--- config.mk ---
export PLATFORM = sky130hd
export DESIGN_NAME = rectangle_geometry_unit_core
export DESIGN_NICKNAME = d
export VERILOG_FILES = /design/src/rtl/rgu_pkg.sv /design/src/rtl/rectangle_geometry_unit_core.sv /design/src/rtl/rgu_alu.sv
export SDC_FILE = /design/constraint.sdc
export NUM_CORES = 1
export LEC_CHECK = 0
export BUFFER_PORTS_ARGS = -buffer_cell sky130_fd_sc_hd__buf_2
export CORE_MARGIN = 8
export CORE_UTILIZATION = 35
export DETAILED_ROUTE_END_ITERATION = 10
export GPL_ROUTABILITY_DRIVEN = 0
export GPL_TIMING_DRIVEN = 0
export SYNTH_ARGS = -nofsm -noshare
export SYNTH_HDL_FRONTEND = slang
export SYNTH_SLANG_ARGS = --single-unit
export TNS_END_PERCENT = 5
--- constraint.sdc ---
create_clock -name aclk -period 7.92 [get_ports aclk]
set_input_delay 0.792 -clock aclk [delete_from_list [all_inputs] [get_ports aclk]]
set_output_delay 0.792 -clock aclk [all_outputs]
set_load 0.05 [all_outputs]
--- src/rtl/rgu_pkg.sv ---
// shared types, constants and helpers for the rectangle geometry unit
package rgu_pkg;

    // coordinate width of every rectangle field
    localparam int COORD_BITS = 16;
    // internal width: enough for a sum of three coordinates and a difference
    localparam int WIDE_BITS  = COORD_BITS + 3;
    localparam int OP_BITS    = 3;

    // stream widths, fields packed from bit 0 up and padded to whole bytes
    localparam int S_FIELD_BITS = OP_BITS + 8 * COORD_BITS;
    localparam int S_DATA_BITS  = ((S_FIELD_BITS + 7) / 8) * 8;
    localparam int M_FIELD_BITS = 4 * COORD_BITS + 1;
    localparam int M_DATA_BITS  = ((M_FIELD_BITS + 7) / 8) * 8;

    typedef logic signed [COORD_BITS-1:0] coord_t;
    typedef logic signed [WIDE_BITS-1:0]  wide_t;

    // saturation limits at internal width
    localparam wide_t W_MAX = wide_t'((64'sd1 <<< (COORD_BITS - 1)) - 64'sd1);
    localparam wide_t W_MIN = -W_MAX - wide_t'(1);

    typedef enum logic [OP_BITS-1:0] {
        OP_TEST   = 3'd0,
        OP_MOVE   = 3'd1,
        OP_CENTER = 3'd2,
        OP_UNION  = 3'd3,
        OP_CLIP   = 3'd4
    } op_t;

    typedef struct packed {
        coord_t x;
        coord_t y;
        coord_t w;
        coord_t h;
    } rect_t;

    // one request as held in the input stage
    typedef struct packed {
        logic [OP_BITS-1:0] op;
        rect_t              a;
        rect_t              b;
    } req_t;

    // one result as held in the output stage
    typedef struct packed {
        rect_t r;
        logic  overlap;
    } res_t;

    // sign extend a coordinate to internal width
    function automatic wide_t sx(input coord_t v);
        return {{(WIDE_BITS - COORD_BITS){v[COORD_BITS-1]}}, v};
    endfunction

    // clamp an internal value to the coordinate range
    function automatic coord_t sat(input wide_t v);
        wide_t t;
        t = v;
        if (t > W_MAX) begin
            t = W_MAX;
        end
        if (t < W_MIN) begin
            t = W_MIN;
        end
        return t[COORD_BITS-1:0];
    endfunction

endpackage

--- src/rtl/rectangle_geometry_unit_core.sv ---
// rectangle geometry unit: input register, datapath, result register
// path: an accepted request is held in the input register, and its result is then held in the result register
// throughput: one request per cycle unless m_tready stalls the result stage; an empty input stage loads even then
// the critical path is an add, a compare, a subtract, the result select and saturation
// reset: aresetn low empties both stages; payload registers are not cleared
module rectangle_geometry_unit_core
    import rgu_pkg::*;
(
    input  logic                   aclk,
    input  logic                   aresetn,
    input  logic                   s_tvalid,
    output logic                   s_tready,
    // opcode, a_left, a_top, a_width, a_height, b_left, b_top, b_width, b_height
    input  logic [S_DATA_BITS-1:0] s_tdata,
    output logic                   m_tvalid,
    input  logic                   m_tready,
    // res_left, res_top, res_width, res_height, overlap
    output logic [M_DATA_BITS-1:0] m_tdata
);

    localparam int C = COORD_BITS;

    logic in_valid_reg, in_valid_next;
    logic m_valid_reg, m_valid_next;
    req_t req_reg;
    res_t res_reg;
    res_t res_calc;
    req_t req_in;
    logic out_load, s_fire;

    // unpack request fields
    assign req_in.op  = s_tdata[OP_BITS-1:0];
    assign req_in.a.x = s_tdata[OP_BITS + 0*C +: C];
    assign req_in.a.y = s_tdata[OP_BITS + 1*C +: C];
    assign req_in.a.w = s_tdata[OP_BITS + 2*C +: C];
    assign req_in.a.h = s_tdata[OP_BITS + 3*C +: C];
    assign req_in.b.x = s_tdata[OP_BITS + 4*C +: C];
    assign req_in.b.y = s_tdata[OP_BITS + 5*C +: C];
    assign req_in.b.w = s_tdata[OP_BITS + 6*C +: C];
    assign req_in.b.h = s_tdata[OP_BITS + 7*C +: C];

    // stage flow control
    assign out_load = !m_valid_reg || m_tready;
    assign s_tready = !in_valid_reg || out_load;
    assign s_fire   = s_tvalid && s_tready;

    always_comb begin
        in_valid_next = in_valid_reg;
        if (s_fire) begin
            in_valid_next = 1'b1;
        end else if (out_load) begin
            in_valid_next = 1'b0;
        end
        m_valid_next = out_load ? in_valid_reg : m_valid_reg;
    end

    // control registers
    always_ff @(posedge aclk) begin
        if (!aresetn) begin
            in_valid_reg <= 1'b0;
            m_valid_reg  <= 1'b0;
        end else begin
            in_valid_reg <= in_valid_next;
            m_valid_reg  <= m_valid_next;
        end
    end

    // input stage payload
    always_ff @(posedge aclk) begin
        if (s_fire) begin
            req_reg <= req_in;
        end
    end

    rgu_alu u_alu (
        .req (req_reg),
        .res (res_calc)
    );

    // result stage payload
    always_ff @(posedge aclk) begin
        if (out_load && in_valid_reg) begin
            res_reg <= res_calc;
        end
    end

    // pack result
    assign m_tvalid = m_valid_reg;
    assign m_tdata  = {{(M_DATA_BITS - M_FIELD_BITS){1'b0}}, res_reg.overlap,
                       res_reg.r.h, res_reg.r.w, res_reg.r.y, res_reg.r.x};

    // reset empties both stages
    a_reset_empty: assert property (@(posedge aclk)
        !aresetn |=> (!m_tvalid && !in_valid_reg))
        else $error("stages not empty after reset");

    // an accepted request lands in the input stage
    a_accept_lands: assert property (@(posedge aclk) disable iff (!aresetn)
        s_fire |=> in_valid_reg)
        else $error("accepted request lost");

    // a full input stage moving on yields a valid result
    a_stage_moves: assert property (@(posedge aclk) disable iff (!aresetn)
        (in_valid_reg && out_load) |=> m_tvalid)
        else $error("result missing after stage advance");

    // intersect test gives a zero rectangle
    a_test_zero: assert property (@(posedge aclk) disable iff (!aresetn)
        (in_valid_reg && out_load && (req_reg.op == OP_TEST))
        |=> (m_tdata[4*C-1:0] == '0))
        else $error("intersect test rectangle not zero");

endmodule

--- src/rtl/rgu_alu.sv ---
// combinational rectangle datapath: overlap test, move in, center, union, clip
module rgu_alu
    import rgu_pkg::*;
(
    input  req_t req,
    output res_t res
);

    wide_t ax, ay, aw, ah, bx, by, bw, bh;
    wide_t ax1, ay1, bx1, by1;
    logic  a_empty, b_empty, hit;

    assign ax = sx(req.a.x);
    assign ay = sx(req.a.y);
    assign aw = sx(req.a.w);
    assign ah = sx(req.a.h);
    assign bx = sx(req.b.x);
    assign by = sx(req.b.y);
    assign bw = sx(req.b.w);
    assign bh = sx(req.b.h);

    // far edges
    assign ax1 = ax + aw;
    assign ay1 = ay + ah;
    assign bx1 = bx + bw;
    assign by1 = by + bh;

    // emptiness and intersect test
    assign a_empty = (aw <= wide_t'(0)) || (ah <= wide_t'(0));
    assign b_empty = (bw <= wide_t'(0)) || (bh <= wide_t'(0));
    assign hit = !a_empty && !b_empty && (ax1 > bx) && (ax < bx1) && (ay1 > by) && (ay < by1);

    // move in: upper limit checked first, so it wins over the lower clamp
    wide_t mx_hi, my_hi, mx, my;
    assign mx_hi = bx1 - aw;
    assign my_hi = by1 - ah;
    assign mx = (ax > mx_hi) ? mx_hi : ((ax < bx) ? bx : ax);
    assign my = (ay > my_hi) ? my_hi : ((ay < by) ? by : ay);

    // center: halve the size difference, rounding toward zero
    wide_t dx, dy, dxn, dyn, cx, cy;
    assign dx  = bw - aw;
    assign dy  = bh - ah;
    assign dxn = dx + wide_t'({{(WIDE_BITS - 1){1'b0}}, dx[WIDE_BITS-1]});
    assign dyn = dy + wide_t'({{(WIDE_BITS - 1){1'b0}}, dy[WIDE_BITS-1]});
    assign cx  = dxn >>> 1;
    assign cy  = dyn >>> 1;

    // bounding box of both
    wide_t ux0, uy0, ux1, uy1;
    assign ux0 = (ax < bx) ? ax : bx;
    assign uy0 = (ay < by) ? ay : by;
    assign ux1 = (ax1 > bx1) ? ax1 : bx1;
    assign uy1 = (ay1 > by1) ? ay1 : by1;

    // overlapping region
    wide_t kx0, ky0, kx1, ky1;
    assign kx0 = (ax > bx) ? ax : bx;
    assign ky0 = (ay > by) ? ay : by;
    assign kx1 = (ax1 < bx1) ? ax1 : bx1;
    assign ky1 = (ay1 < by1) ? ay1 : by1;

    // result select and saturation
    always_comb begin
        wide_t rx, ry, rw, rh;
        rx = '0;
        ry = '0;
        rw = '0;
        rh = '0;
        unique case (op_t'(req.op))
            OP_MOVE: begin
                rx = mx;
                ry = my;
                rw = aw;
                rh = ah;
            end
            OP_CENTER: begin
                rx = cx;
                ry = cy;
                rw = aw;
                rh = ah;
            end
            OP_UNION: begin
                if (a_empty) begin
                    rx = bx;
                    ry = by;
                    rw = bw;
                    rh = bh;
                end else if (b_empty) begin
                    rx = ax;
                    ry = ay;
                    rw = aw;
                    rh = ah;
                end else begin
                    rx = ux0;
                    ry = uy0;
                    rw = ux1 - ux0;
                    rh = uy1 - uy0;
                end
            end
            OP_CLIP: begin
                if (hit) begin
                    rx = kx0;
                    ry = ky0;
                    rw = kx1 - kx0;
                    rh = ky1 - ky0;
                end
            end
            default: begin
                // intersect test and unused codes give a zero rectangle
                rx = '0;
            end
        endcase
        res.r.x     = sat(rx);
        res.r.y     = sat(ry);
        res.r.w     = sat(rw);
        res.r.h     = sat(rh);
        res.overlap = hit;
    end

endmodule

# Word-level counts from Yosys, hierarchy flattened
# Cells that the tools add are included.
[classes] n_reduce_logical=17 add_sub_neg=14 n_eq_ne=4 n_lt_le_gt_ge=26 muxes=34
[ops] cell="19-bit 2-to-1 mux" n=28
[ops] cell="19-bit case mux with 4 select lines" n=2
[ops] cell="19-bit case mux with 3 select lines" n=2
[ops] cell="19-bit by 16-bit > comparator with 1-bit output (second input constant)" n=4
[ops] cell="19-bit by 16-bit less-than comparator with 1-bit output (second input constant)" n=4
[ops] cell="19-bit subtractor" n=4
[ops] cell="16-bit by 16-bit adder with 17-bit output" n=4
[ops] cell="16-bit by 1-bit less-or-equal comparator with 1-bit output (second input constant)" n=4
[ops] cell="19-bit by 2-bit adder with 19-bit output" n=2
[ops] cell="16-bit by 19-bit > comparator with 1-bit output" n=2
[ops] cell="17-bit by 16-bit subtractor with 18-bit output" n=2
[ops] cell="17-bit by 16-bit > comparator with 1-bit output" n=2
[ops] cell="17-bit > comparator" n=2
[ops] cell="16-bit by 17-bit less-than comparator with 1-bit output" n=2
[ops] cell="17-bit less-than comparator" n=2
[ops] cell="16-bit by 16-bit subtractor with 17-bit output" n=2
[ops] cell="16-bit > comparator" n=2
[ops] cell="16-bit less-than comparator" n=2
[ops] cell="1-bit logical AND" n=7
[ops] cell="3-bit by 2-bit equality test with 1-bit output (second input constant)" n=2
[ops] cell="1-bit zero test" n=4
[ops] cell="1-bit logical OR" n=4
[ops] cell="3-bit by 1-bit equality test with 1-bit output (second input constant)" n=1
[ops] cell="3-bit equality test (second input constant)" n=1
[ops] cell="other kinds (3)" n=4
[totals] elab_cells=111 output_inout_bits=74 register_bits=198

# Logic depth before layout (Yosys ltp)
[logic_depth] depth_word=13 depth_mapped=37 depth_no_buf=35

# Cells and area by module
# Synthesis repeated with hierarchy kept, for this count alone.
[hier_totals] cells_unflattened=2938 area_unflattened_um2=24927.7
[by_module_without_submodules] mod="rgu_alu" cells_each=2725 area_per_inst_um2=18881.9 seq_area_each_um2=0.0 n_inst=1
[by_module_without_submodules] mod="rectangle_geometry_unit_core" cells_each=213 area_per_inst_um2=6045.8 seq_area_each_um2=5925.7 n_inst=1

# Least setup slack after synthesis
# No wires, ideal clock.
[synth_timing] kind="flip-flop to flip-flop" from="reg req_reg[80] (netlist name)" to="reg res_reg, in the netlist m_tdata[46], data pin" path_buffers=2 required_time_ns=7.651 stages_incl_launch_ff=36 t_arrival_ns=6.993 synth_period_minus_slack_ns=7.262 setup_slack_ns=0.658 path_cell_list="edfxtp_1 ha_1 inv_1 fa_1 nor2b_1 o21a_1 o21ai_0 a211oi_1 o31ai_1 a21boi_0 o21ai_0 nand2b_1 a2111oi_0 a21oi_1 inv_1 ha_1 nand4_1 o31ai_1 a31o_2 o22ai_1 a31oi_2 buf_2 mux2i_1 ha_1 nor2b_1 o31a_1 o31ai_1 o311ai_0 o41ai_2 xor2_1 a21boi_0 o22a_1 or3b_1 o21ai_2 buf_8 nor2_2"
[synth_via] elab_chain_cells=13 word_cells_on_any_way=23
[synth_rtl] element="start, declared" line_no="rectangle_geometry_unit_core.sv:25" rtl="req_t req_reg;"
[synth_rtl] element="start signal, assigned" line_no="rectangle_geometry_unit_core.sv:71" rtl="req_reg <= req_in;"
[synth_rtl] element="branches (longest 9 deep; another with 19-bit subtractor)"
[synth_rtl] element="19-bit case mux with 3 select lines *" line_no="rgu_alu.sv:70" rtl="unique case (op_t'(req.op))"
[synth_rtl] element="19-bit by 16-bit > comparator with 1-bit output" line_no="rgu_pkg.sv:60" rtl="if (t > W_MAX) begin"
[synth_rtl] element="19-bit 2-to-1 mux *" line_no="rgu_pkg.sv:60"
[synth_rtl] element="19-bit by 16-bit less-than comparator with 1-bit output" line_no="rgu_pkg.sv:63" rtl="if (t < W_MIN) begin"
[synth_rtl] element="end signal, assigned" line_no="rectangle_geometry_unit_core.sv:83" rtl="res_reg <= res_calc;"
[synth_rtl] element="end, declared" line_no="rectangle_geometry_unit_core.sv:26" rtl="res_t res_reg;"
# Every way passes the cells marked *.
# A chain may end at the register's enable or synchronous reset.

# Worst setup path after layout
[layout_timing] from="reg req_reg[16] (netlist name)" to="reg res_reg, in the netlist m_tdata[38], data pin"
[layout_via] elab_chain_cells=13 word_cells_on_any_way=23
[layout_rtl] element="branches (longest 9 deep; another with 19-bit subtractor)"
[layout_rtl] element="19-bit case mux with 3 select lines *" line_no="rgu_alu.sv:70"
[layout_rtl] element="19-bit by 16-bit > comparator with 1-bit output" line_no="rgu_pkg.sv:60"
[layout_rtl] element="19-bit 2-to-1 mux *" line_no="rgu_pkg.sv:60"
[layout_rtl] element="19-bit by 16-bit less-than comparator with 1-bit output" line_no="rgu_pkg.sv:63"
# Marks and branches as above.

==> impl_summary.log <==
INFO  metric status = finished, final reports clean
INFO  metric multiplexer_share_of_the_synthesized_area = around 5.3%
INFO  metric largest_reg_flops = 131
INFO  metric timing.clock.skew = roughly 0.023 ns
INFO  metric route.detailed.drc = 0
INFO  metric synth_cell_type_count = approximately 110
INFO  metric ratio_of_cells_with_drive_above_1_in_the_final_layout = ~18%
INFO  metric yosysWarnings = 0
INFO  metric cellLeakagePower = around 12 nW
INFO  metric cts.sink_count = 198
INFO  metric top_usage_layer = met2
INFO  metric grt_start_max_net_pins = 66
INFO  metric mean_cell_area_of_the_mapped_netlist = 8.47 um^2
INFO  metric numCtsBuffers = 17
INFO  metric final_critical_path_setup_slack = between 0.06 and 0.07 ns
INFO  metric timing.final.hold_violations = 0
INFO  metric cp_slowest_stage_delay = 0.48 ns
INFO  metric netlist_area = roughly 0.025 mm^2
INFO  metric grt_pass1_wl = 143,000 um
INFO  metric io_buffers = between 200 and 250
INFO  metric yosysSeqAreaShare = about a quarter
INFO  metric share_of_the_clock_period_used_by_the_worst_path_after_layout = between 90% and 100%
INFO  metric count_of_standard_cell_rows = 97
INFO  metric data_arrival_at_the_endpoint_of_the_critical_path = 8.22 ns
INFO  metric crit_path_start_kind = flip-flop
INFO  metric postRouteAntennaNets = 0
INFO  metric critPathMaxFanout = 10
INFO  metric placement_cell_area = about 0.027 mm^2
INFO  metric floorplan.die.height = 282 um
INFO  metric htree_num_levels = 4
INFO  metric insertedDiodeCount = 0
INFO  metric synth_top_family_by_area = compound AO/OA/AOI/OAI gates
INFO  metric design.core.area = roughly 0.07 mm^2
INFO  metric cell_chosen_for_the_clock_root = clkbuf_16
INFO  metric filler_cell_count = a little over 7k
INFO  metric worst-path-buf-inv = 6
INFO  metric timing.max_slew.rel_slack = about an eighth
INFO  metric clock_pin_slew_on_the_worst_setup_and_hold_paths = roughly 0.09 ns
INFO  metric finish.net_count = approximately 3.8k
INFO  metric drtIter0Drc = roughly 2.6k
INFO  metric synth_largest_area_cell = edfxtp_1
INFO  metric timing.critical_path.slowest_stage_cell = a31oi_1
INFO  metric post_drt_via_cell_ratio = between 5 and 6
INFO  metric clock_path_buffers = 2
INFO  metric first_global_vias = 22.6k
INFO  metric antenna_found_initial = 3
INFO  metric globalRoute.totalOverflow = 0
INFO  metric grtUsageMet2 = approximately 36%
INFO  metric synth-edff-count = 196
INFO  metric synthTopCellsByArea = edfxtp_1, ha_1, a21oi_1, o21ai_0, xnor2_1
INFO  metric met1_global_route_usage = 34.1%
INFO  metric regArea = just under 0.006 mm^2
INFO  metric fin_area = about 0.029 mm^2
INFO  metric synthXorXnorAreaFrac = ~5.8%
INFO  metric num_io_pins = ~210
INFO  metric vdd.ir_drop.worst = around 0.19 mV
INFO  metric gr_layer_usage_met3 = 5.55%
INFO  metric finalSetupViolations = 0
INFO  metric netlist_instances = approximately 3k
INFO  metric flow.area_growth_from_synthesis = 17.8%
INFO  metric netlist.area_leader.share = 23.8%
INFO  metric start_util = between 30% and 40%
INFO  metric critPathRequiredTime = 8.28 ns
INFO  metric ys_flop_type = edfxtp_1
INFO  metric synth_fa_ha_area_share = between 15 and 20%
INFO  metric die_area = slightly below 0.08 mm^2
INFO  metric period_minus_slack = around 7.9 ns
INFO  metric synth_seq_cells = approximately 200
INFO  metric power_density = ~240 mW/mm^2
INFO  metric synthArstFlopShare = 0%
INFO  metric area_share_of_and_or_nand_nor_cells_after_synthesis = 16.6%
INFO  metric drt_pre_antenna_iters = 8
INFO  metric route.vias.total = ~25k
INFO  metric post-synth-top-count-cell = ha_1
INFO  metric ys_top_cells_by_count = ha_1, a21oi_1, nor2_1
INFO  metric die_w = approximately 280 um
INFO  metric grt_setup_unrepaired = true
INFO  metric insertion_delay = between 0.5 and 0.6 ns
INFO  metric endpoint_kind = flip-flop
INFO  metric multi_input_comb_area = about 0.018 mm^2
INFO  metric dpl.hpwl = 81,900 um
INFO  metric critPathTopFamily = compound AO/OA/AOI/OAI gates
INFO  metric max_cap_viol_count = 0
INFO  metric fmaxAchievable = roughly 130 MHz
INFO  metric setup.worst_path.class = flip-flop to flip-flop
INFO  metric timing.hold.worst.class = input port to flip-flop
INFO  metric global_route.usage.total = 24.2%
INFO  metric tritoncts = built
INFO  metric route.final.wire_length = between 100,000 and 150,000 um
INFO  metric wire_per_inst = around 24 um
INFO  metric fin_max_slew_vios = 0
INFO  metric dpl_worst_slack = -1.92 ns
INFO  metric synth-compound-area-share = 24.6%
INFO  metric tightestPinTransition = roughly 1.3 ns
==> metal layers <==
metal | part of all wire, % | vias to the layer above
met1 | 44 | 11600
met4 | 3.4 | 6
met2 | 42 | 1262
met3 | 11 | 185
li1 | - | 11600
met5 | 0.044 | -
==> power by group <==
group          internal (mW)  total [mW]  switching (mW)
combinational           1.93        4.81            2.87
sequential              1.25        1.36           0.103
clock                  0.453       0.939           0.487
total                   3.64        7.10            3.46
==> worst paths after layout <==
path | endpoint | start | cells after the start | slack, ns
setup reg to reg | m_tdata[38] | req_reg[16] | 34 | 0.07
setup / recovery | m_tdata[38] | req_reg[16] | 34 | 0.07
hold reg to reg | m_tvalid | in_valid_reg | 1 | 0.53
hold / removal | req_reg[31] | s_tdata[114] | 1 | 0.44
==> stage by stage <==
step / utilization [%] / total power [mW] / TNS (ns) / hold WS, ns / std cells
global placement: 38.5 / 5.65 / -45.75 / 0.498 / 4071
finish: 41.6 / 7.10 / 0 / 0.445 / 4196
floorplan: - / 4.59 / 0 / 0.477 / 2930
CTS: 40.4 / 6.79 / -0.416 / 0.413 / 4146
global route: 41.6 / 7.56 / -1.15 / 0.427 / 4196
detailed placement: 38.6 / 5.68 / -47.33 / 0.507 / 4075
==> layout make-up <==
class	instances	area share, %
multi-input cells	2449	63.3
flip-flops and latches	198	20.3
repair buffers	296	6.20
well taps	940	4.03
inverters	197	2.55
clock buffers	17	1.46
plain buffers	84	1.46
clock inverters	15	0.639
==> cell usage in the layout, fill, tap and decap left out, types with 54 or more instances in the layout <==
cell        n
buf_4      96
inv_1     192
a21o_1     56
clkbuf_1   55
o21ai_0   188
nor2_1    231
o21a_1     54
nand2_1   194
xnor2_1    90
buf_2     204
ha_1      342
xor2_1     56
edfxtp_1  196
mux2i_1    85
a21oi_1   258
nor3_1     59
==> repair_timing <==
action | in CTS | in global routing
hold buffers | 0 | 0
gates cloned | 0 | 1
endpoints found under the setup margin | 45 | 55
setup buffers | 39 | 51
pin swaps | 11 | 40
resized for setup | 72 | 97
==> worst reg2reg max path: cells and delay by family, from the launching register on <==
kind            cells  cell delay, ns
xor+xnor            2            0.53
buf+inv             6            0.98
mux                 1            0.43
simple gates        5            0.72
flops               1            0.43
compound gates     16            3.33
fa+ha+maj           4            1.30
==> logic make-up after synthesis <==
family / Yosys count
compound gates: 941
xor+xnor: 164
fa+ha+maj: 374
buf+inv: 283
flops: 198
mux: 126
other cells: 1
simple gates: 837
No activity file was read; power rests on OpenSTA's default activity.
